File: src/rtl/va_pkg.sv
`timescale 1ns / 1ps

package va_pkg;

  localparam int CORDIC_STAGES_DEF = 16;
  localparam int COORD_BITS_DEF    = 16;

  localparam int TAB_LEN  = 24;
  localparam int NORM_TOP = 30;
  localparam int NORM_W   = NORM_TOP + 1;
  localparam int XY_W     = 34;
  localparam int Z_W      = 24;
  localparam int TH_W     = 23;
  localparam int ANGLE_W  = 17;

  localparam int DEG90_UNITS  = 2949120;
  localparam int DEG180_UNITS = 5898240;
  localparam int OUT_360      = 46080;
  localparam int OUT_180      = 23040;
  localparam int ROUND_HALF   = 128;

  typedef enum logic {
    REQ_CCW    = 1'b0,
    REQ_SIGNED = 1'b1
  } req_t;

  typedef struct packed {
    logic valid;
    req_t kind;
    logic zero;
    logic cneg;
    logic dneg;
    logic czero;
    logic dzero;
  } va_flags_t;

  // atan(2^-i) in units of 2^-15 degree
  function automatic logic signed [Z_W-1:0] atan_entry(input int i);
    logic signed [Z_W-1:0] v;
    unique case (i)
      0:       v = Z_W'(1474560);
      1:       v = Z_W'(870484);
      2:       v = Z_W'(459940);
      3:       v = Z_W'(233473);
      4:       v = Z_W'(117189);
      5:       v = Z_W'(58652);
      6:       v = Z_W'(29333);
      7:       v = Z_W'(14667);
      8:       v = Z_W'(7334);
      9:       v = Z_W'(3667);
      10:      v = Z_W'(1833);
      11:      v = Z_W'(917);
      12:      v = Z_W'(458);
      13:      v = Z_W'(229);
      14:      v = Z_W'(115);
      15:      v = Z_W'(57);
      16:      v = Z_W'(29);
      17:      v = Z_W'(14);
      18:      v = Z_W'(7);
      19:      v = Z_W'(4);
      20:      v = Z_W'(2);
      21:      v = Z_W'(1);
      default: v = '0;
    endcase
    return v;
  endfunction

endpackage

File: src/rtl/va_front.sv
`timescale 1ns / 1ps

module va_front #(
  parameter int COORD_BITS = va_pkg::COORD_BITS_DEF
) (
  input  logic                         clk,
  input  logic                         rst,
  input  logic                         en,
  input  logic                         in_valid,
  input  logic                         req_type,
  input  logic signed [COORD_BITS-1:0] ref_x,
  input  logic signed [COORD_BITS-1:0] ref_y,
  input  logic signed [COORD_BITS-1:0] vec_x,
  input  logic signed [COORD_BITS-1:0] vec_y,
  output va_pkg::va_flags_t            flags,
  output logic [2*COORD_BITS-1:0]      cmag,
  output logic [2*COORD_BITS-1:0]      dmag
);

  localparam int PW = 2 * COORD_BITS;
  localparam int SW = PW + 1;

  va_pkg::va_flags_t       f1;
  logic signed [PW-1:0]    ax_by, ay_bx, ax_bx, ay_by;
  logic signed [SW-1:0]    c_sum, d_sum;
  logic                    zero_in;

  assign zero_in = ((ref_x == '0) && (ref_y == '0)) || ((vec_x == '0) && (vec_y == '0));

  // products
  always_ff @(posedge clk) begin
    if (rst) begin
      f1 <= '0;
    end else if (en) begin
      f1 <= '{valid: in_valid, kind: va_pkg::req_t'(req_type), zero: zero_in,
              cneg: 1'b0, dneg: 1'b0, czero: 1'b0, dzero: 1'b0};
    end
  end

  always_ff @(posedge clk) begin
    if (en) begin
      ax_by <= PW'(ref_x) * PW'(vec_y);
      ay_bx <= PW'(ref_y) * PW'(vec_x);
      ax_bx <= PW'(ref_x) * PW'(vec_x);
      ay_by <= PW'(ref_y) * PW'(vec_y);
    end
  end

  // cross and dot, sign and magnitude
  assign c_sum = SW'(ax_by) - SW'(ay_bx);
  assign d_sum = SW'(ax_bx) + SW'(ay_by);

  always_ff @(posedge clk) begin
    if (rst) begin
      flags <= '0;
    end else if (en) begin
      flags <= '{valid: f1.valid, kind: f1.kind, zero: f1.zero,
                 cneg: c_sum[SW-1], dneg: d_sum[SW-1], czero: 1'b0, dzero: 1'b0};
    end
  end

  always_ff @(posedge clk) begin
    if (en) begin
      cmag <= c_sum[SW-1] ? PW'(-c_sum) : PW'(c_sum);
      dmag <= d_sum[SW-1] ? PW'(-d_sum) : PW'(d_sum);
    end
  end

endmodule

File: config.mk
export PLATFORM = sky130hd
export DESIGN_NAME = va_front
export DESIGN_NICKNAME = d
export VERILOG_FILES = /design/src/rtl/va_pkg.sv /design/src/rtl/va_front.sv
export SDC_FILE = /design/constraint.sdc
export NUM_CORES = 2
export LEC_CHECK = 0
export BUFFER_PORTS_ARGS = -buffer_cell sky130_fd_sc_hd__clkbuf_2
export CAP_MARGIN = 0
export CORE_ASPECT_RATIO = 0.5
export CORE_MARGIN = 10
export CORE_UTILIZATION = 30
export DETAILED_ROUTE_END_ITERATION = 10
export PLACE_DENSITY = 0.55
export SYNTH_ARGS = -nofsm -noshare
export SYNTH_HDL_FRONTEND = slang
export SYNTH_SLANG_ARGS = --single-unit
File: constraint.sdc
create_clock -name clk -period 8.4 [get_ports clk]
set_input_delay 0 -clock clk [delete_from_list [all_inputs] [get_ports clk]]
set_output_delay 0 -clock clk [all_outputs]
set_load 0.02 [all_outputs]
==> results.yml <==
route:
  drc: 0
  dr_total_vias: 34500
  wl_mm: 130
  ant_nets: 0
  drt-wirelength-per-cell_um: 17.5
  drt_iter0_drc: 2138
  first_pass_iters: 6
  viasPerCell: 4.62
clock_network:
  cts_tree: "built"
  postCtsSetupBuffers: 0
  htreeDepth: 4
  cts_buffers: 17
  clk_pin_slew_ns: 0.09
  cts_buffer_depth: 2
  cts_root_buf: "clkbuf_16"
  clkLatencyLatePin_ns: 0.55
  cts_sinks: 200
critical_path:
  endpoint_kind: "flop"
  crit_path_start_kind: "primary input"
  r2r_start: "ax_by[0]"
  critPathMaxFanout: 33
  arrival_ns: 7.23
  startpoint: "vec_x[1]"
  crit_type: "primary input to flop"
  critPathRequiredTime_ns: 8.70
worst_hold_path:
  holdCritStartpoint: "ref_x[0]"
  hold_path.class: "primary input to flop"
logic_synthesis:
  synthArstFlopShare_pct: 0
  synthFlopType: "edfxtp_1"
  yosysMostFrequentCell: "inv_1"
  yosys_register_bits: 200
  ys_seq_area_share_pct: 11.9
  yosys.cell_types.count: 90
  yosysTopAreaCell: "fa_1"
  synth_warnings: 0
  avgSynthCellArea_um2: 9.57
  syn_area_mm2: 0.0500
  synth_edf_count: 192
  syn_inst: 5224
  yosysTopAreaCellShare_pct: 42.1
  netlist_top_cells_count: "inv_1, fa_1, nand2_1"
  synth_area_leaders: "fa_1, edfxtp_1, ha_1"
timing:
  relSlewSlack_pct: 27.1
  finalCritPeriodShare_pct: 82.5
  min_period_ns: 6.93
  worst_pin_slew_ns: 1.09
  hold_ws_ns: 0.252
  slew_violations: 0
  hold_viol: 0
  timing.fmax_mhz: 144
  rsz0062_at_grt: "no"
  fin_worst_skew_ns: 0.0234
  setup_viol: 0
  setup_tns_ns: 0
placed_design:
  portBuffers: 137
  dp_hpwl_mm: 105
  finalWeightedCongestion: 0.855
layout:
  drive_gt1_share_pct: 5.08
  areaGrowthSynthToFinish_pct: 7.64
  seqCellArea_mm2: 0.00593
  fillers: 17100
  multi_input_area_mm2: 0.0387
  fin_nets: 6760
floorplanning:
  die_x_um: 597
  std_cell_rows: 105
  core_area_mm2: 0.165
  dieHeight_um: 309
  die_area_mm2: 0.184
  boundaryPins: 140
  start_util_pct: 30.3
outcome:
  outcome: "completed"
global_routing:
  overflow: 0
  grt_pass1_wl_mm: 210
  track_usage_pct: 14.5
  grt_pass1_vias: 35900
  antenna_found_initial: 9
  grt_max_degree: 63
run:
  max-cap-violations: 0
## state kept, by name (all words and copies together) (netlist names)
| name | count |
|---|---|
| ax_bx | 32 |
| ax_by | 32 |
| ay_bx | 32 |
| ay_by | 32 |
| cmag | 32 |
| dmag | 32 |
| flags | 5 |
| f1 | 3 |
## cells in the final DEF (no fill, tap or decap), drive strengths merged, types with 9 or more instances in the layout
master and n:
a211oi 15, a21o 85, a21oi 142, a31oi 15, and2 514, and3 14
buf 68, clkbuf 155, edfxtp 192, fa 1050, ha 394, inv 1207
nand2 534, nand2b 43, nand3 36, nand4 18, nor2 152, nor2b 9
nor3 25, nor4 22, o2111ai 10, o21a 21, o21ai 80, o21bai 38
o31ai 25, or3 19, xnor2 187, xor2 68
## per-stage QoR
| step | cells | util [%] | setup WS, ns | area [µm²] |
|---|---|---|---|---|
| final | 7455 | 32.7 | 1.47 | 53800 |
| after floorplan | 5225 | - | 2.25 | 50000 |
| after detailed placement | 7415 | 32.3 | 1.03 | 53100 |
| after global routing | 7453 | 32.6 | 1.19 | 53800 |
| after global placement | 7415 | 32.3 | 1.08 | 53100 |
| after CTS | 7450 | 32.6 | 1.61 | 53800 |
## final timing paths
| path | to | cells past startpoint | slack, ns |
|---|---|---|---|
| setup / recovery | ay_bx[31] | 24 | 1.47 |
| hold / removal | ax_by[0] | 3 | 0.25 |
| setup reg to reg | cmag[31] | 15 | 3.49 |
| hold reg to reg | flags[6] | 2 | 0.49 |
## cell families after synthesis
logic type,count (synthesis),synth area share (%)
muxes,8,0.163
adders and majority gates,1444,51.9
and+or+nand+nor,1405,14.2
AOI/OAI and AO/OA,499,6.77
xor gates and xnor gates,255,4.47
other,1,0.00750
buffers and inverters,1412,10.6
DFF,200,11.9
## final cells by class
type,count,share of cell area [%]
diodes,5,0.0233
clock inverters,10,0.270
multi-input cells,3613,72.0
inverters,1205,8.41
repair buffers,210,2.34
well taps,2193,5.10
clock buffers,19,0.805
flip-flops and latches,200,11.0
## metal layers
metal	vias up	global-route usage, %	share of wire, %
met1	17700	20.6	46
li1	15900	-	-
met3	128	2.09	5.3
met4	6	3.26	2.2
met5	-	0	0.026
met2	801	23.5	46
## worst max-delay path, cell delays in order
cell,delay (ns)
clkbuf_2,0.64
nand2_1,0.18
fa_1,0.56
fa_1,0.52
fa_1,0.51
inv_1,0.05
fa_1,0.48
fa_1,0.50
inv_1,0.05
fa_1,0.47
inv_1,0.04
ha_1,0.33
a21o_1,0.18
a21o_1,0.17
a21o_1,0.21
nor2_1,0.10
o31ai_1,0.13
a2111oi_0,0.64
buf_4,0.22
o31ai_1,0.17
o41ai_2,0.55
o21ai_0,0.20
a21oi_1,0.20
xnor2_1,0.08
## repair_timing
action / in CTS / in global routing
hold buffers: 6 / 0
endpoints found under the hold margin: 51 / 0
resized for setup: 0 / 0
Power is not shown: default switching activity piles up to over one toggle a cycle in this logic, so the estimate is an artifact.
