==> config.mk <==
export PLATFORM = sky130hd
export DESIGN_NAME = va_post
export DESIGN_NICKNAME = d
export VERILOG_FILES = /design/src/rtl/va_pkg.sv /design/src/rtl/va_post.sv
export SDC_FILE = /design/constraint.sdc
export NUM_CORES = 1
export LEC_CHECK = 0
export ABC_CLOCK_PERIOD_IN_PS = 3600
export BUFFER_PORTS_ARGS = -buffer_cell sky130_fd_sc_hd__clkbuf_2
export CAP_MARGIN = 10
export CELL_PAD_IN_SITES_DETAIL_PLACEMENT = 1
export CELL_PAD_IN_SITES_GLOBAL_PLACEMENT = 2
export CORE_UTILIZATION = 34
export CTS_BUF_LIST = sky130_fd_sc_hd__clkbuf_4 sky130_fd_sc_hd__clkbuf_8
export CTS_CLUSTER_DIAMETER = 120
export CTS_CLUSTER_SIZE = 14
export DETAILED_ROUTE_END_ITERATION = 16
export PLACE_DENSITY = 0.75
export SYNTH_ARGS = -nofsm -noshare
export SYNTH_HDL_FRONTEND = slang
export SYNTH_SLANG_ARGS = --single-unit
==> constraint.sdc <==
create_clock -name clk -period 3.6 [get_ports clk]
set_input_delay 0.72 -clock clk [delete_from_list [all_inputs] [get_ports clk]]
set_output_delay 0.72 -clock clk [all_outputs]
set_load 0.01 [all_outputs]
==> src/rtl/va_pkg.sv <==
`timescale 1ns / 1ps

package va_pkg;

  localparam int CORDIC_STAGES_DEF = 16;
  localparam int COORD_BITS_DEF    = 16;

  localparam int TAB_LEN  = 24;
  localparam int NORM_TOP = 30;
  localparam int NORM_W   = NORM_TOP + 1;
  localparam int XY_W     = 34;
  localparam int Z_W      = 24;
  localparam int TH_W     = 23;
  localparam int ANGLE_W  = 17;

  localparam int DEG90_UNITS  = 2949120;
  localparam int DEG180_UNITS = 5898240;
  localparam int OUT_360      = 46080;
  localparam int OUT_180      = 23040;
  localparam int ROUND_HALF   = 128;

  typedef enum logic {
    REQ_CCW    = 1'b0,
    REQ_SIGNED = 1'b1
  } req_t;

  typedef struct packed {
    logic valid;
    req_t kind;
    logic zero;
    logic cneg;
    logic dneg;
    logic czero;
    logic dzero;
  } va_flags_t;

  // atan(2^-i) in units of 2^-15 degree
  function automatic logic signed [Z_W-1:0] atan_entry(input int i);
    logic signed [Z_W-1:0] v;
    unique case (i)
      0:       v = Z_W'(1474560);
      1:       v = Z_W'(870484);
      2:       v = Z_W'(459940);
      3:       v = Z_W'(233473);
      4:       v = Z_W'(117189);
      5:       v = Z_W'(58652);
      6:       v = Z_W'(29333);
      7:       v = Z_W'(14667);
      8:       v = Z_W'(7334);
      9:       v = Z_W'(3667);
      10:      v = Z_W'(1833);
      11:      v = Z_W'(917);
      12:      v = Z_W'(458);
      13:      v = Z_W'(229);
      14:      v = Z_W'(115);
      15:      v = Z_W'(57);
      16:      v = Z_W'(29);
      17:      v = Z_W'(14);
      18:      v = Z_W'(7);
      19:      v = Z_W'(4);
      20:      v = Z_W'(2);
      21:      v = Z_W'(1);
      default: v = '0;
    endcase
    return v;
  endfunction

endpackage

==> src/rtl/va_post.sv <==
`timescale 1ns / 1ps

module va_post (
  input  logic                                clk,
  input  logic                                rst,
  input  va_pkg::va_flags_t                   flags_in,
  input  logic signed [va_pkg::Z_W-1:0]       z,
  input  logic                                out_stall,
  output logic                                en,
  output logic                                out_valid,
  output logic signed [va_pkg::ANGLE_W-1:0]   angle,
  output logic                                zero_vector
);

  localparam int Z_W     = va_pkg::Z_W;
  localparam int TH_W    = va_pkg::TH_W;
  localparam int ANGLE_W = va_pkg::ANGLE_W;
  localparam int R_W     = TH_W - 7;
  localparam logic signed [Z_W-1:0]     Z90      = Z_W'(va_pkg::DEG90_UNITS);
  localparam logic [TH_W-1:0]           TH90     = TH_W'(va_pkg::DEG90_UNITS);
  localparam logic [TH_W-1:0]           TH180    = TH_W'(va_pkg::DEG180_UNITS);
  localparam logic signed [ANGLE_W-1:0] A360     = ANGLE_W'(va_pkg::OUT_360);
  localparam logic signed [ANGLE_W-1:0] A180     = ANGLE_W'(va_pkg::OUT_180);
  localparam logic signed [ANGLE_W-1:0] A180_NEG = -ANGLE_W'(va_pkg::OUT_180);

  va_pkg::va_flags_t            fp;
  logic [TH_W-1:0]              zc, phi, theta_next, theta;
  logic [TH_W:0]                rsum;
  logic [R_W-1:0]               r;
  logic signed [ANGLE_W-1:0]    rs, res;
  logic                         skid_valid;
  logic signed [ANGLE_W-1:0]    skid_angle;
  logic                         skid_zero;
  logic                         push, pop;

  assign en = !skid_valid;

  // clamp to the first quadrant, then fold by the dot product sign
  always_comb begin
    if (z[Z_W-1]) begin
      zc = '0;
    end else if (z > Z90) begin
      zc = TH90;
    end else begin
      zc = TH_W'(z);
    end
    if (flags_in.czero) begin
      phi = '0;
    end else if (flags_in.dzero) begin
      phi = TH90;
    end else begin
      phi = zc;
    end
    theta_next = flags_in.dneg ? TH180 - phi : phi;
  end

  always_ff @(posedge clk) begin
    if (rst) begin
      fp <= '0;
    end else if (en) begin
      fp <= flags_in;
    end
  end

  always_ff @(posedge clk) begin
    if (en) begin
      theta <= theta_next;
    end
  end

  // round to 1/128 degree and map to the requested range
  assign rsum = {1'b0, theta} + (TH_W+1)'(va_pkg::ROUND_HALF);
  assign r    = rsum[TH_W:8];
  assign rs   = ANGLE_W'(r);

  always_comb begin
    res = '0;
    if (!fp.zero) begin
      unique case (fp.kind)
        va_pkg::REQ_CCW: begin
          res = fp.cneg ? A360 - rs : rs;
          if (res >= A360) res = '0;
        end
        va_pkg::REQ_SIGNED: begin
          res = fp.cneg ? -rs : rs;
          if (res <= A180_NEG) res = A180;
        end
        default: res = '0;
      endcase
    end
  end

  // output word plus one skid word
  assign push = fp.valid;
  assign pop  = out_valid && !out_stall;

  always_ff @(posedge clk) begin
    if (rst) begin
      out_valid  <= 1'b0;
      skid_valid <= 1'b0;
    end else if (skid_valid) begin
      if (pop) skid_valid <= 1'b0;
    end else if (push) begin
      if (out_valid && !pop) begin
        skid_valid <= 1'b1;
      end else begin
        out_valid <= 1'b1;
      end
    end else if (pop) begin
      out_valid <= 1'b0;
    end
  end

  always_ff @(posedge clk) begin
    if (skid_valid) begin
      if (pop) begin
        angle       <= skid_angle;
        zero_vector <= skid_zero;
      end
    end else if (push) begin
      if (out_valid && !pop) begin
        skid_angle <= res;
        skid_zero  <= fp.zero;
      end else begin
        angle       <= res;
        zero_vector <= fp.zero;
      end
    end
  end

endmodule

==> flow_metrics.env <==
export IMPL_drv_max_cap_violation_count=0
export IMPL_cell_type_with_the_largest_total_area_after_synthesis="sky130_fd_sc_hd__edfxtp_1"
export IMPL_floorplan_rows=40
export IMPL_drive_gt1_share_pct=31.2
export IMPL_synth_adder_area_share_pct=0.578
export IMPL_cts_buffers=9
export IMPL_clock_fmax_mhz=283
export IMPL_max_stage_delay_ns=0.44
export IMPL_start_util_pct=35.5
export IMPL_design_area_um2=5370
export IMPL_wl_per_cell_um=15.9
export IMPL_synth_compound_area_share_pct=20.3
export IMPL_timing_worst_slew_pin_value_ns=0.948
export IMPL_leakage_nw=2.04
export IMPL_skew_ns=0.0104
export IMPL_routabilityCongestion=0.795
export IMPL_tritoncts="yes"
export IMPL_largest_net_degree_at_the_start_of_global_routing=38
export IMPL_crit_arrival_ns=3.69
export IMPL_area_growth_syn_to_layout_pct=24.0
export IMPL_slew_limit_headroom_pct=36.3
export IMPL_via_count=3745
export IMPL_setup_worst_path_end_class="flip-flop"
export IMPL_drt_iter0_drc=158
export IMPL_hold_viol_final=0
export IMPL_synth_xor_area_share_pct=10.0
export IMPL_synth_seq_area_share_pct=38.8
export IMPL_finalWorstPathRequiredPeriod_ns=3.53
export IMPL_drc=0
export IMPL_timing_critical_path_from_type="flip-flop"
export IMPL_grt_antenna_before_repair=0
export IMPL_most_common_cell_after_layout_fill_and_taps_aside="sky130_fd_sc_hd__clkbuf_2"
export IMPL_finalNonFillerCells=703
export IMPL_ir_worst_vdd_mv=0.129
export IMPL_synth_lib_cells_used_distinct=82
export IMPL_cts_clk_slew_worst_paths_ns=0.07
export IMPL_synthesized_area_divided_by_synthesized_cell_count_um2=9.51
export IMPL_ys_seq_elements=58
export IMPL_setup_violations_final=0
export IMPL_final_max_slew_violation_count=0
export IMPL_netlist_area_leader_share_pct=36.1
export IMPL_drt_antenna_violating_nets=0
export IMPL_syn_area_um2=4330
export IMPL_hp_class="flip-flop to flip-flop"
export IMPL_clock_sinks=58
export IMPL_synth_top_flop_cell="sky130_fd_sc_hd__edfxtp_1"
export IMPL_worst_setup_path_type="flip-flop to flip-flop"
export IMPL_fin_worst_hold_slack_ns=0.528
export IMPL_placement_cell_area_um2=4920
export IMPL_design_final_nets=566
export IMPL_routed_wirelength_mm=11.1
export IMPL_synth_simple_gate_area_share_pct=24.5
export IMPL_netlist_top_cells_area="sky130_fd_sc_hd__edfxtp_1 (36%), sky130_fd_sc_hd__xnor2_1 (5.3%), sky130_fd_sc_hd__nand2_1 (3.9%), sky130_fd_sc_hd__nor2_1 (3.9%), sky130_fd_sc_hd__xor2_1 (3.2%)"
export IMPL_gate_count_after_technology_mapping=455
export IMPL_mostFrequentLayoutCells="sky130_fd_sc_hd__clkbuf_2 (53), sky130_fd_sc_hd__edfxtp_1 (52), sky130_fd_sc_hd__nand2_1 (45), sky130_fd_sc_hd__nor2_1 (45), sky130_fd_sc_hd__buf_4 (35)"
export IMPL_warnings_from_yosys=0
export IMPL_grt_pass1_wl_mm=18.1
export IMPL_drt_first_pass_iters=4
export IMPL_critical_path_slowest_cell="sky130_fd_sc_hd__edfxtp_1"
export IMPL_fp_dieH_um=115
export IMPL_crit_path_frequent_cell="sky130_fd_sc_hd__xnor2_2"
export IMPL_post_synth_mux_area_share_pct=1.68
export IMPL_die_area_um2=13200
export IMPL_num_antenna_cells=0
export IMPL_clock_latency_ns=0.33
export IMPL_layout_worst_path_cycle_share_pct=98.1
export IMPL_postCtsHoldBufs=0
export IMPL_cell_breakdown_of_the_critical_path="ha_4, xnor2_2, ha_2, nor4bb_4, mux2_4, o2bb2ai_2, or3_4, o21ai_2, xnor2_2, nor3_2, buf_4, o21ai_4, o211ai_4, buf_12, o31ai_1"
export IMPL_ratio_of_routed_vias_to_standard_cells=5.33
export IMPL_htree_num_levels=3
export IMPL_crit_required_ns=3.76
export IMPL_design_core_area_um2=12200
export IMPL_track_usage_pct=17.5
export IMPL_cts_root_buf="sky130_fd_sc_hd__clkbuf_8"
export IMPL_crit_path_max_fanout=24
export IMPL_vias_in_the_first_global_route=3670
export IMPL_place_detailed_instances=680
export IMPL_run_status="finished, final reports clean"
export IMPL_globalRoute_totalOverflow=0
export IMPL_ys_async_sr_fraction_pct=0
export IMPL_fin_setup_tns_ns=0
export IMPL_rsz0062_at_grt="true"
export IMPL_dp_hpwl_mm=8.48
export IMPL_synthesis_nets=491
export IMPL_floorplan_die_width_um=115
export IMPL_port_buffers=53
export IMPL_power_density_nw_per_um2=375
export IMPL_floorplan_io_pins=54
export IMPL_synth_edff_count=52
export IMPL_synth_top_family_by_area="simple AND/OR/NAND/NOR gates"
export IMPL_clk_path_buf_depth=2
## final cells by class
cell class | count | area [um2]
fillers | 1431 | 6840
flip-flops and latches | 58 | 1680
repair buffers | 91 | 571
clock buffers | 10 | 131
multi-input cells | 358 | 2650
clock inverters | 6 | 81.3
well taps | 168 | 210
inverters | 12 | 45.0
## critical path, delay by kind of cell (launching register included)
family,cells,cell delay (ns)
compound gates,5,0.77
fa+ha+maj,2,0.46
flops,1,0.44
xor+xnor,2,0.35
buf+inv,2,0.35
simple gates,3,0.77
mux,1,0.21
## sequential cells by signal (all words and copies together), names as in the netlist
| name | cells |
|---|---|
| skid_valid | 1 |
| theta | 16 |
| out_valid | 1 |
| fp | 3 |
| zero_vector | 1 |
| skid_angle | 17 |
| angle | 17 |
| push | 1 |
| skid_zero | 1 |
## cells by family (layout without fill, tap and decap cells)
| logic type | after synthesis | in the layout |
|---|---|---|
| simple gates | 192 | 192 |
| compound gates | 111 | 111 |
| flops | 58 | 58 |
| xor+xnor | 46 | 46 |
| buf+inv | 39 | 119 |
| mux | 7 | 7 |
| fa+ha+maj | 2 | 2 |
## metrics by stage
step / power, mW / util [%] / setup slack [ns]
global route: 2.12 / 44.0 / -0.0777
detailed placement: 1.31 / 40.3 / -0.0645
finish: 2.02 / 44.0 / 0.0699
global placement: 1.30 / 40.3 / 0.0482
floorplan: 1.16 / - / 0.0790
CTS: 2.00 / 42.4 / 0.0000790
## worst paths after layout
path	slack, ns	start	cells after the start	to
setup / recovery	0.07	theta[7]$_DFFE_PN_	15	angle[6]$_DFFE_PP_
hold reg to reg	0.53	skid_zero$_DFFE_PP_	2	zero_vector$_DFFE_PP_
setup reg to reg	0.07	theta[7]$_DFFE_PN_	15	angle[6]$_DFFE_PP_
hold / removal	0.53	skid_zero$_DFFE_PP_	2	zero_vector$_DFFE_PP_
## cell usage after synthesis, drive strengths merged, types with 2 or more instances
master and n:
edfxtp 52, nand2 47, nor2 45, xnor2 29, o21ai 23, o31ai 21
nor3 20, xor2 17, a21oi 15, buf 14, clkbuf 13, nand4 12
inv 11, nand3 11, a211oi 10, nor4 10, and4 9, a31oi 7
or3 7, and3 6, dfxtp 6, mux2i 5, nor2b 5, a21o 4
nor3b 4, or2 4, a21boi 3, and2 3, o21bai 3, or4 3
a2111o 2, a22oi 2, ha 2, mux2 2, o211ai 2, o31a 2
o41ai 2
## report_power, final
group / leakage, nW / internal, mW / switching, mW
logic: 1.36 / 0.230 / 0.293
clock network: 0.107 / 0.393 / 0.280
registers: 0.572 / 0.783 / 0.0369
## metal layers
layer | global-route usage (%) | wire, um
met5 | 0 | 0
met4 | 5.97 | 118
met3 | 1.90 | 362
met2 | 31.6 | 5540
met1 | 21.6 | 5130
## what timing repair did
action | 4_1_cts | 5_1_grt
endpoints found under the hold margin | 0 | 0
gates resized for setup | 8 | 23
endpoints found under the setup margin | 14 | 31
pin swaps | 0 | 5
setup buffers | 1 | 6
Note: power is estimated with default switching activity, not from simulation.
