`config.mk`:
```
export PLATFORM = sky130hd
export DESIGN_NAME = va_norm
export DESIGN_NICKNAME = d
export VERILOG_FILES = /design/src/rtl/va_pkg.sv /design/src/rtl/va_norm.sv
export SDC_FILE = /design/constraint.sdc
export NUM_CORES = 1
export LEC_CHECK = 0
export BUFFER_PORTS_ARGS = -buffer_cell sky130_fd_sc_hd__buf_4
export CAP_MARGIN = 40
export CORE_ASPECT_RATIO = 0.9
export CORE_MARGIN = 1.5
export CORE_UTILIZATION = 60
export CTS_BUF_LIST = sky130_fd_sc_hd__clkbuf_8
export CTS_CLUSTER_SIZE = 8
export DETAILED_ROUTE_END_ITERATION = 10
export GPL_ROUTABILITY_DRIVEN = 1
export HOLD_SLACK_MARGIN = 0.05
export PLACE_DENSITY = 0.85
export SYNTH_ARGS = -nofsm -noshare
export SYNTH_HDL_FRONTEND = slang
export SYNTH_SLANG_ARGS = --single-unit
export TNS_END_PERCENT = 10
```
`constraint.sdc`:
```
create_clock -name clk -period 6.8 [get_ports clk]
set_input_delay 0.68 -clock clk [delete_from_list [all_inputs] [get_ports clk]]
set_output_delay 0.68 -clock clk [all_outputs]
set_load 0.02 [all_outputs]
```
`src/rtl/va_pkg.sv`:
```
`timescale 1ns / 1ps

package va_pkg;

  localparam int CORDIC_STAGES_DEF = 16;
  localparam int COORD_BITS_DEF    = 16;

  localparam int TAB_LEN  = 24;
  localparam int NORM_TOP = 30;
  localparam int NORM_W   = NORM_TOP + 1;
  localparam int XY_W     = 34;
  localparam int Z_W      = 24;
  localparam int TH_W     = 23;
  localparam int ANGLE_W  = 17;

  localparam int DEG90_UNITS  = 2949120;
  localparam int DEG180_UNITS = 5898240;
  localparam int OUT_360      = 46080;
  localparam int OUT_180      = 23040;
  localparam int ROUND_HALF   = 128;

  typedef enum logic {
    REQ_CCW    = 1'b0,
    REQ_SIGNED = 1'b1
  } req_t;

  typedef struct packed {
    logic valid;
    req_t kind;
    logic zero;
    logic cneg;
    logic dneg;
    logic czero;
    logic dzero;
  } va_flags_t;

  // atan(2^-i) in units of 2^-15 degree
  function automatic logic signed [Z_W-1:0] atan_entry(input int i);
    logic signed [Z_W-1:0] v;
    unique case (i)
      0:       v = Z_W'(1474560);
      1:       v = Z_W'(870484);
      2:       v = Z_W'(459940);
      3:       v = Z_W'(233473);
      4:       v = Z_W'(117189);
      5:       v = Z_W'(58652);
      6:       v = Z_W'(29333);
      7:       v = Z_W'(14667);
      8:       v = Z_W'(7334);
      9:       v = Z_W'(3667);
      10:      v = Z_W'(1833);
      11:      v = Z_W'(917);
      12:      v = Z_W'(458);
      13:      v = Z_W'(229);
      14:      v = Z_W'(115);
      15:      v = Z_W'(57);
      16:      v = Z_W'(29);
      17:      v = Z_W'(14);
      18:      v = Z_W'(7);
      19:      v = Z_W'(4);
      20:      v = Z_W'(2);
      21:      v = Z_W'(1);
      default: v = '0;
    endcase
    return v;
  endfunction

endpackage

```
`src/rtl/va_norm.sv`:
```
`timescale 1ns / 1ps

module va_norm #(
  parameter int COORD_BITS = va_pkg::COORD_BITS_DEF
) (
  input  logic                          clk,
  input  logic                          rst,
  input  logic                          en,
  input  va_pkg::va_flags_t             flags_in,
  input  logic [2*COORD_BITS-1:0]       cmag,
  input  logic [2*COORD_BITS-1:0]       dmag,
  output va_pkg::va_flags_t             flags,
  output logic [va_pkg::NORM_W-1:0]     x_norm,
  output logic [va_pkg::NORM_W-1:0]     y_norm
);

  localparam int MW = 2 * COORD_BITS;
  localparam int NW = ((MW + 7) / 8) * 8;
  localparam int NG = NW / 8;
  localparam int GW = $clog2(NG);
  localparam int EW = NW + va_pkg::NORM_W;

  va_pkg::va_flags_t  fa;
  logic [NW-1:0]      c_w, d_w, or_w;
  logic [GW-1:0]      lzg;
  logic               found_g;
  logic [NW-1:0]      c_a, d_a, or_a;
  logic [7:0]         top_a;
  logic [2:0]         lzb;
  logic               found_b;
  logic [NW-1:0]      c_b, d_b;
  logic [EW-1:0]      c_ext, d_ext;

  assign c_w  = NW'(cmag);
  assign d_w  = NW'(dmag);
  assign or_w = c_w | d_w;

  // coarse step: whole leading zero bytes
  always_comb begin
    lzg     = '0;
    found_g = 1'b0;
    for (int g = NG - 1; g >= 1; g--) begin
      if (!found_g) begin
        if (or_w[g*8 +: 8] != 8'd0) begin
          found_g = 1'b1;
        end else begin
          lzg = lzg + GW'(1);
        end
      end
    end
  end

  always_ff @(posedge clk) begin
    if (rst) begin
      fa <= '0;
    end else if (en) begin
      fa <= '{valid: flags_in.valid, kind: flags_in.kind, zero: flags_in.zero,
              cneg: flags_in.cneg, dneg: flags_in.dneg,
              czero: (cmag == '0), dzero: (dmag == '0)};
    end
  end

  always_ff @(posedge clk) begin
    if (en) begin
      c_a <= c_w << {lzg, 3'b000};
      d_a <= d_w << {lzg, 3'b000};
    end
  end

  // fine step: leading zeros inside the top byte
  assign or_a  = c_a | d_a;
  assign top_a = or_a[NW-1 -: 8];

  always_comb begin
    lzb     = '0;
    found_b = 1'b0;
    for (int b = 7; b >= 1; b--) begin
      if (!found_b) begin
        if (top_a[b]) begin
          found_b = 1'b1;
        end else begin
          lzb = lzb + 3'd1;
        end
      end
    end
  end

  assign c_b   = c_a << lzb;
  assign d_b   = d_a << lzb;
  assign c_ext = {c_b, {va_pkg::NORM_W{1'b0}}};
  assign d_ext = {d_b, {va_pkg::NORM_W{1'b0}}};

  always_ff @(posedge clk) begin
    if (rst) begin
      flags <= '0;
    end else if (en) begin
      flags <= fa;
    end
  end

  always_ff @(posedge clk) begin
    if (en) begin
      x_norm <= d_ext[EW-1 -: va_pkg::NORM_W];
      y_norm <= c_ext[EW-1 -: va_pkg::NORM_W];
    end
  end

endmodule

```
==> metrics, run 1 <==
RR Startpoint d_a[31]; Resized cells post-CTS 0; # diodes 0; grt total ovfl 0; crit path from d_a[31]; leakage power 3.779 nW; Post-route DRC 0; share of layout cells above drive strength 1 33.16%; root buffer cell clkbuf_8; cts bufs inserted 17; Synth Instances 630; ANT nets after route 0; Initial Utilization 61.49%; Die ar. 0.01375 sq mm; WP data arrival 5560 ps; Clock Path Buffers 2; Yosys top cell area share 48.31%; initial antenna violation count 0; average wire per standard cell 20.59 um; placed cell areas 0.008980 sq mm; crit path kind reg -> reg; Pwr Density 238.6 mW/mm^2; final instance area 0.009419 sq mm; Area growth syn-to-layout 20.27%; number of instances in the placed design 904; first-pass GRT wire length 30470 um; Area contributors post-synth edfxtp_1, mux2i_1, mux2_2; most common cell in the netlist edfxtp_1; Setup Fix Bufs, Post-CTS 0; Slew Limit Fails 0; r2r setup slk 1440 ps; Cell Count, Final, Fillers Out 936; CTS tree done; hold buffer count at CTS 0; DP Wirelength 14330 um; WP buf/inv 1; Synth Cell Area 0.007831 sq mm; Finished Core Util 73.96%; Die X 123.4 um; Core Area 0.01274 sq mm; final hold vios 0; hold depth 3; asr flop ratio synth 0%; vias in the first global route 5706; Post-synth EDFFs 126; Rel. slew slack 40.03%; unrepaired setup endpoints after global routing false; Setup-failing EPs final 0; Total Wirelength 19270 um; FF+latch count, synth 140; Via density 6.385; syn avg cell area 12.43 sq um; cells along the critical path or4_4 > clkinv_4 > ha_1 > nor2_1 > nor2_1 > ha_1 > o21bai_1 > mux2i_1 > o21bai_1 > a21oi_1 > ha_1 > nor3b_1 > xor2_1 > a2111oi_1 > or2_2 > mux2_2; main flop type after synthesis edfxtp_1; # H-tree levels 4; Clock Sinks 140; R2R cell count 16; Critical Path Most Common Cell ha_1; port bufs 140; Max Clk Rate 186.5 MHz; min cycle time layout 5361 ps; Worst-path clk slew 80 ps; max cap viols 0; hold endpoint fa[2]; Cell variety after synth 62; Setup TNS 0 ps; Worst path max stage delay 710 ps; status finished clean; die height 111.4 um; Final Worst Setup Slack 1439 ps; GRT Overall Usage 29.31%; post-synth top area cell edfxtp_1; top cells by count, synth edfxtp_1, mux2i_1, nand2_1, a21oi_1, mux2_2; via count 5976; FP Rows 39; final setup skew 12.12 ps; Detailed Routing Iterations Pass 1 6; Clock Latency Late Sink 460 ps; Ports 143; Yosys warning count 0; Syn Nets 709; Top delay family on crit path simple AND/OR/NAND/NOR gates; Worst-Margin Slew 899.5 ps; FF-to-FF End x_norm[12]; startpoint class of the critical path flip-flop; number of DRC markers in iteration 0 552; Critical Path RT 7000 ps; largest net degree at the start of global routing 74; critical path peak fanout 25; Seq/Total Area, Yosys 51.89%; Final nets 838; period utilization 78.84%; Placement Setup Slack 1517 ps; routability cong. 0.8913; Peak VDD IR 180.7 uV; Hold Crit Class in -> reg; Critical Path End Type flip-flop; slowest CP cell a2111oi_1; hold path start flags_in[2]
==> how the worst max path moves through the flow <==
stage,cells past startpoint,slack (ps),endpoint
after floorplan,20,2230,x_norm[12]
after global placement,17,1470,x_norm[20]
after detailed placement,17,1520,x_norm[19]
after CTS,17,1490,x_norm[19]
after global routing,17,1140,x_norm[19]
final,16,1440,x_norm[12]
==> placed cells by master (no fill, tap or decap), types with 4 or more instances in the layout <==
cell type / instances
mux2_2: 41
and2_1: 20
edfxtp_1: 126
nor4_1: 15
a21oi_1: 48
ha_1: 5
nor2_1: 37
mux2i_1: 80
dfxtp_1: 14
clkbuf_8: 17
a22o_1: 18
nor3_1: 7
a22oi_1: 17
mux4_2: 17
nand2_1: 52
o21ai_1: 7
and3_1: 4
o21ai_0: 18
buf_4: 150
inv_1: 5
bufinv_16: 5
clkinv_2: 4
==> cell type report <==
| cell class | count | area [sq um] |
|---|---|---|
| Fill cell | 865 | 3317 |
| Clock inverter | 15 | 205.2 |
| Multi-Input combinational cell | 443 | 3506 |
| Timing Repair Buffer | 153 | 1185 |
| Clock buffer | 17 | 234.0 |
| Tap cell | 164 | 205.2 |
| Sequential cell | 140 | 4064 |
| Inverter | 4 | 20.02 |
==> report_power, final <==
group / internal, mW / total, mW / switching (mW) / leakage [nW]
combinational: 0.199 / 0.428 / 0.229 / 2.21
clock: 0.430 / 0.742 / 0.313 / 0.225
sequential: 1.03 / 1.08 / 0.0476 / 1.35
total: 1.66 / 2.25 / 0.589 / 3.78
==> through the flow <==
step	hold slack (ps)	power, mW
2_1_floorplan	439.6	1.334
3_3_place_gp	455.8	1.497
3_5_place_dp	476.4	1.516
4_1_cts	441.3	2.250
5_1_grt	469.8	2.325
6_report	462.1	2.247
==> flip-flops by register name, indices dropped and copies added (netlist names) <==
name    cells
d_a        32
flags       7
y_norm     31
x_norm     31
c_a        32
fa          7
==> tightest hold or removal path: cells and delay by family <==
family / cells / cell delay, ps
buffers and inverters: 1 / 70
and+or+nand+nor: 1 / 70
muxes: 1 / 50
==> kinds of logic (layout without fill, tap and decap cells) <==
logic type	count (synthesis)	count (layout)	share of synthesized area (%)
muxes	139	139	21.20
and+or+nand+nor	157	157	10.15
DFF	140	140	51.89
buffers and inverters	47	189	3.707
AOI/OAI and AO/OA	140	140	12.03
xor gates and xnor gates	2	2	0.2237
adders and majority gates	5	5	0.7988
==> layer usage <==
metal	share of wire [%]	vias up	track usage, %
met2	43	411	41.70
met3	10	45	7.172
met4	1.8	0	9.119
met5	0	-	0
met1	45	2798	44.72
li1	-	2722	-
Power figures use the tool's default switching activity.
==> run 2: changes to the inputs <==
Settings changed: CORE_UTILIZATION 60 to 53, PLACE_DENSITY 0.85 to 0.8.
Clock period 6.8 ns to 4.7 ns, I/O delays scaled along.
==> metrics, run 2 (same netlist as run 1, synthesis figures left out) <==
status finished clean; Die ar. 0.01552 sq mm (+13%); startpoint class of the critical path flip-flop; first-pass GRT wire length 31660 um (+3.9%); Slew Limit Fails 0 (unchanged); r2r setup slk 140 ps (-1300 ps); final setup skew 14.30 ps (+2.181 ps); Clock Path Buffers 2 (unchanged); slowest CP cell or4_4; Final nets 870 (+3.8%); Critical Path RT 4900 ps (-2100 ps); Worst path max stage delay 590 ps (-120 ps); Hold Crit Class in -> reg; Pwr Density 325.8 mW/mm^2 (+37%); via count 6090 (+1.9%); share of layout cells above drive strength 1 39.05% (+5.9 points); Post-route DRC 0 (unchanged); Detailed Routing Iterations Pass 1 5 (-1); Critical Path End Type flip-flop; max cap viols 0 (unchanged); Die X 131.1 um (+6.2%); grt total ovfl 0 (unchanged); cells along the critical path or4_4 > clkinv_4 > ha_4 > nor2_1 > nor2_1 > ha_1 > mux2i_1 > a21oi_1 > ha_1 > o21bai_1 > a21oi_2 > ha_1 > a31oi_2 > o22ai_4 > buf_12 > buf_12 > mux4_2 > mux2_2; GRT Overall Usage 26.29% (-3.0 points); Top Registers c_a x32, d_a x32; commonest non-fill, non-tap cell in the layout buf_4; min cycle time layout 4560 ps (-800.7 ps); cts bufs inserted 17 (unchanged); average wire per standard cell 20.87 um (+1.3%); most frequent cells in the layout buf_4, edfxtp_1, mux2i_1; number of instances in the placed design 952 (+5.3%); Core Area 0.01421 sq mm (+12%); Cell Count, Final, Fillers Out 997 (+6.5%); Worst-Margin Slew 793.5 ps (-106.0 ps); Setup-failing EPs final 0 (unchanged); # H-tree levels 4 (unchanged); crit path kind reg -> reg; vias in the first global route 5827 (+2.1%); period utilization 97.02% (+18 points); hold slack 256.6 ps (-205.5 ps); largest net degree at the start of global routing 143 (+93%); WP data arrival 4760 ps (-800 ps); Area growth syn-to-layout 27.61%; placed cell areas 0.009229 sq mm (+2.8%); Initial Utilization 55.11% (-6.4 points); Worst-path clk slew 80 ps (about the same); DP Wirelength 15100 um (+5.3%); Via density 6.108 (-4.3%); final hold vios 0 (unchanged); Max Clk Rate 219.3 MHz (+18%); leakage power 3.932 nW (+4.0%); number of DRC markers in iteration 0 548 (-0.72%); routability cong. 0.9145 (+2.6%); die height 118.3 um (+6.2%); Peak VDD IR 201.7 uV (+12%); critical path peak fanout 7 (-72%); ANT nets after route 0 (unchanged); Clock Latency Late Sink 450 ps (about the same); Clock Sinks 140 (unchanged); Ports 143 (unchanged); Total Wirelength 20800 um (+8.0%); FP Rows 41 (+5.1%); root buffer cell clkbuf_8; CTS tree done; # diodes 0 (unchanged); final instance area 0.009993 sq mm (+6.1%); port bufs 140 (unchanged); initial antenna violation count 0 (unchanged); Rel. slew slack 47.10% (+7.1 points); Critical Path Most Common Cell ha_1; overall power 3.256 mW (+45%); hold buffer count at CTS 0 (unchanged)
[run 2: path summary, 6_finish.rpt]
path / start / end / depth (start not counted)
worst max register to register: c_a[30] / x_norm[20] / 18
worst min-delay path: flags_in[5] / fa[5] / 3
worst min register to register: fa[0] / fa[0] / 2
worst max-delay path: c_a[30] / x_norm[20] / 18
[run 2: layout make-up]
| type | instances | area, sq um |
|---|---|---|
| Inverter | 4 | 20.02 |
| Tap cell | 193 | 241.5 |
| Timing Repair Buffer | 185 | 1585 |
| Fill cell | 996 | 4217 |
| Clock inverter | 15 | 181.4 |
| Multi-Input combinational cell | 443 | 3667 |
| Clock buffer | 17 | 234.0 |
| Sequential cell | 140 | 4064 |
[run 2: timing repair]
action	CTS	global route
resized for setup	0	34
setup endpoints to repair	1	57
cloned	0	4
pin swaps	0	10
buffers inserted	0	9
endpoints found under the hold margin	0	0
[run 2: per-stage QoR]
step	setup TNS (ps)	setup WS (ps)	util (%)
after floorplan	0	132.3	-
after global placement	0	83.34	64.57
after detailed placement	0	27.33	64.95
after CTS	-0.2736	-0.2736	67.87
after global routing	-391.5	-57.65	70.33
final	0	139.9	70.33
[run 2: routing by layer]
metal / track usage [%] / wire length, um / up-vias
li1: - / - / 2781
met1: 38.99 / 9268 / 2931
met2: 38.16 / 9139 / 355
met3: 6.735 / 2048 / 23
met4: 7.374 / 347 / 0
met5: 0 / 0 / -
[run 2: critical path, delay by kind of cell, from the launching register on]
kind,cells,cell delay (ps)
buf+inv,3,370
mux,3,950
compound gates,5,700
fa+ha+maj,4,1140
flops,1,430
simple gates,3,740
[run 2: report_power, final]
part / total [mW] / internal [mW] / switching, mW / leakage (nW)
Combinational: 0.687 / 0.331 / 0.356 / 2.37
Sequential: 1.56 / 1.49 / 0.0704 / 1.35
Clock: 1.01 / 0.567 / 0.443 / 0.210
Total: 3.26 / 2.39 / 0.869 / 3.93
==> run 3: changes to the inputs <==
Settings changed: CELL_PAD_IN_SITES_DETAIL_PLACEMENT set to 0, CELL_PAD_IN_SITES_GLOBAL_PLACEMENT set to 1, CORE_UTILIZATION 53 to 40, PLACE_DENSITY 0.8 to unset, PLACE_DENSITY_LB_ADDON set to 0.1.
==> metrics, run 3 (same netlist as run 1, synthesis figures left out) <==
status finished clean; most frequent cells in the layout buf_4, edfxtp_1, nand2_1; Finished Core Util 53.19% (-17 points); Hold Crit Class in -> reg; share of layout cells above drive strength 1 41.88% (+2.8 points); R2R cell count 17 (-1); hold depth 3 (unchanged); r2r setup slk 90 ps (-50 ps); RR Startpoint c_a[31]; Final nets 866 (-0.46%); hold endpoint fa[3]; Top Registers c_a x32, d_a x32; root buffer cell clkbuf_8; final hold vios 0 (unchanged); placed cell areas 0.009261 sq mm (+0.35%); Final Worst Setup Slack 86.67 ps (-53.25 ps); FP Rows 48 (+17%); ANT nets after route 0 (unchanged); Post-route DRC 0 (unchanged); Ports 143 (unchanged); most used routing layer met1; die height 135.7 um (+15%); overall power 3.396 mW (+4.3%); # H-tree levels 4 (unchanged); Total Wirelength 21720 um (+4.4%); Slew Limit Fails 0 (unchanged); # diodes 0 (unchanged); Setup-failing EPs final 0 (unchanged); Pwr Density 333.2 mW/mm^2 (+2.3%); Cell Count, Final, Fillers Out 1050 (+5.3%); Die ar. 0.02043 sq mm (+32%); first-pass GRT wire length 32300 um (+2.0%); grt total ovfl 0 (unchanged); Placement Setup Slack 61.54 ps (+34.20 ps); routability cong. 0.8471 (-7.4%); Filler cells 1658 (+66%); Via density 5.635 (-7.7%); number of instances in the placed design 1007 (+5.8%); GR Util met1 35.29% (-3.7 points); leakage power 3.937 nW (+0.14%); Initial Utilization 40.88% (-14 points); Die X 150.5 um (+15%); Clock Path Buffers 2 (unchanged); largest net degree at the start of global routing 91 (-36%); WP data arrival 4820 ps (+60 ps); final setup skew 18.78 ps (+4.482 ps); hold path start flags_in[3]; critical path peak fanout 6 (-1); final instance area 0.01019 sq mm (+2.0%); via count 5917 (-2.8%); average wire per standard cell 20.68 um (-0.88%); Worst-Margin Slew 872.1 ps (+78.64 ps); Clock Sinks 140 (unchanged); Peak VDD IR 163.3 uV (-19%); Worst-path clk slew 90 ps (about the same); period utilization 98.16% (+1.1 points); unrepaired setup endpoints after global routing true; FF-to-FF End x_norm[22]; Critical Path End Type flip-flop; Critical Path RT 4910 ps (about the same); vias in the first global route 5535 (-5.0%); GRT Overall Usage 21.11% (-5.2 points); max cap viols 0 (unchanged); number of DRC markers in iteration 0 495 (-9.7%); Clock Latency Late Sink 450 ps (about the same); port bufs 140 (unchanged); Detailed Routing Iterations Pass 1 5 (unchanged); startpoint class of the critical path flip-flop; commonest non-fill, non-tap cell in the layout buf_4; Core Area 0.01916 sq mm (+35%); DP Wirelength 16140 um (+6.9%); Setup TNS 0 ps (unchanged); met3 usage in global routing 3.973% (-2.8 points); Max Clk Rate 216.8 MHz (-1.2%); Rel. slew slack 41.32% (-5.8 points); min cycle time layout 4613 ps (+53.25 ps); met2 Use GR 26.78% (-11 points); crit path kind reg -> reg; Area growth syn-to-layout 30.12%; hold slack 246.8 ps (-9.737 ps); CTS tree done; initial antenna violation count 0 (unchanged); cts bufs inserted 17 (unchanged)
run 3: cell types whose count changed in the layout (fill, tap and decap cells not counted), sizes merged:
| cell | previous run | this run |
|---|---|---|
| clkinv | 8 | 3 |
| clkinvlp | 2 | 0 |
| bufinv | 4 | 5 |
| clkbuf | 21 | 19 |
| inv | 5 | 11 |
| buf | 181 | 179 |
run 3: power breakdown:
group	switching (mW)	leakage, nW	internal (mW)
combinational	0.362	2.35	0.345
clock	0.487	0.239	0.635
sequential	0.0779	1.35	1.49
run 3: cell type report:
cell class / instances / area (sq um) / share of cell area (%)
Clock inverter: 15 / 219.0 / 2.149
Inverter: 4 / 20.02 / 0.1965
Clock buffer: 17 / 234.0 / 2.296
Tap cell: 250 / 312.8 / 3.070
Sequential cell: 140 / 4064 / 39.88
Multi-Input combinational cell: 443 / 3840 / 37.68
Timing Repair Buffer: 181 / 1500 / 14.72
run 3: critical path, stage by stage (launching register included):
cell       delay [ps]
edfxtp_1          420
or4_4             580
clkinv_4           90
ha_4              210
nor2_4             60
nor2_1             40
ha_1              310
mux2i_1           140
a21oi_1            90
ha_1              330
o21bai_1          160
a21oi_2            80
ha_1              340
a31oi_4           110
o22ai_4           370
clkbuf_16         230
mux4_2            530
mux2_4            290
run 3: how the worst max path moves through the flow:
stage / startpoint / to / slack (ps) / cells after the start
after global routing: c_a[31] / x_norm[22] / -70 / 17
after global placement: d_a[30] / x_norm[15] / 60 / 18
after detailed placement: d_a[30] / y_norm[10] / 60 / 18
after CTS: d_a[30] / y_norm[10] / 50 / 18
after floorplan: d_a[29] / x_norm[12] / 130 / 20
final: c_a[31] / x_norm[22] / 90 / 17
run 3: per-layer routing:
layer	routed length [um]	vias to the layer above
li1	-	2770
met1	11370	2846
met2	8536	275
met3	1487	26
met4	327	0
met5	0	-
run 3: repair_timing:
item | CTS | global route
resized for setup | 0 | 75
hold buffers | 0 | 0
setup endpoints to repair | 0 | 62
buffers inserted | 0 | 9
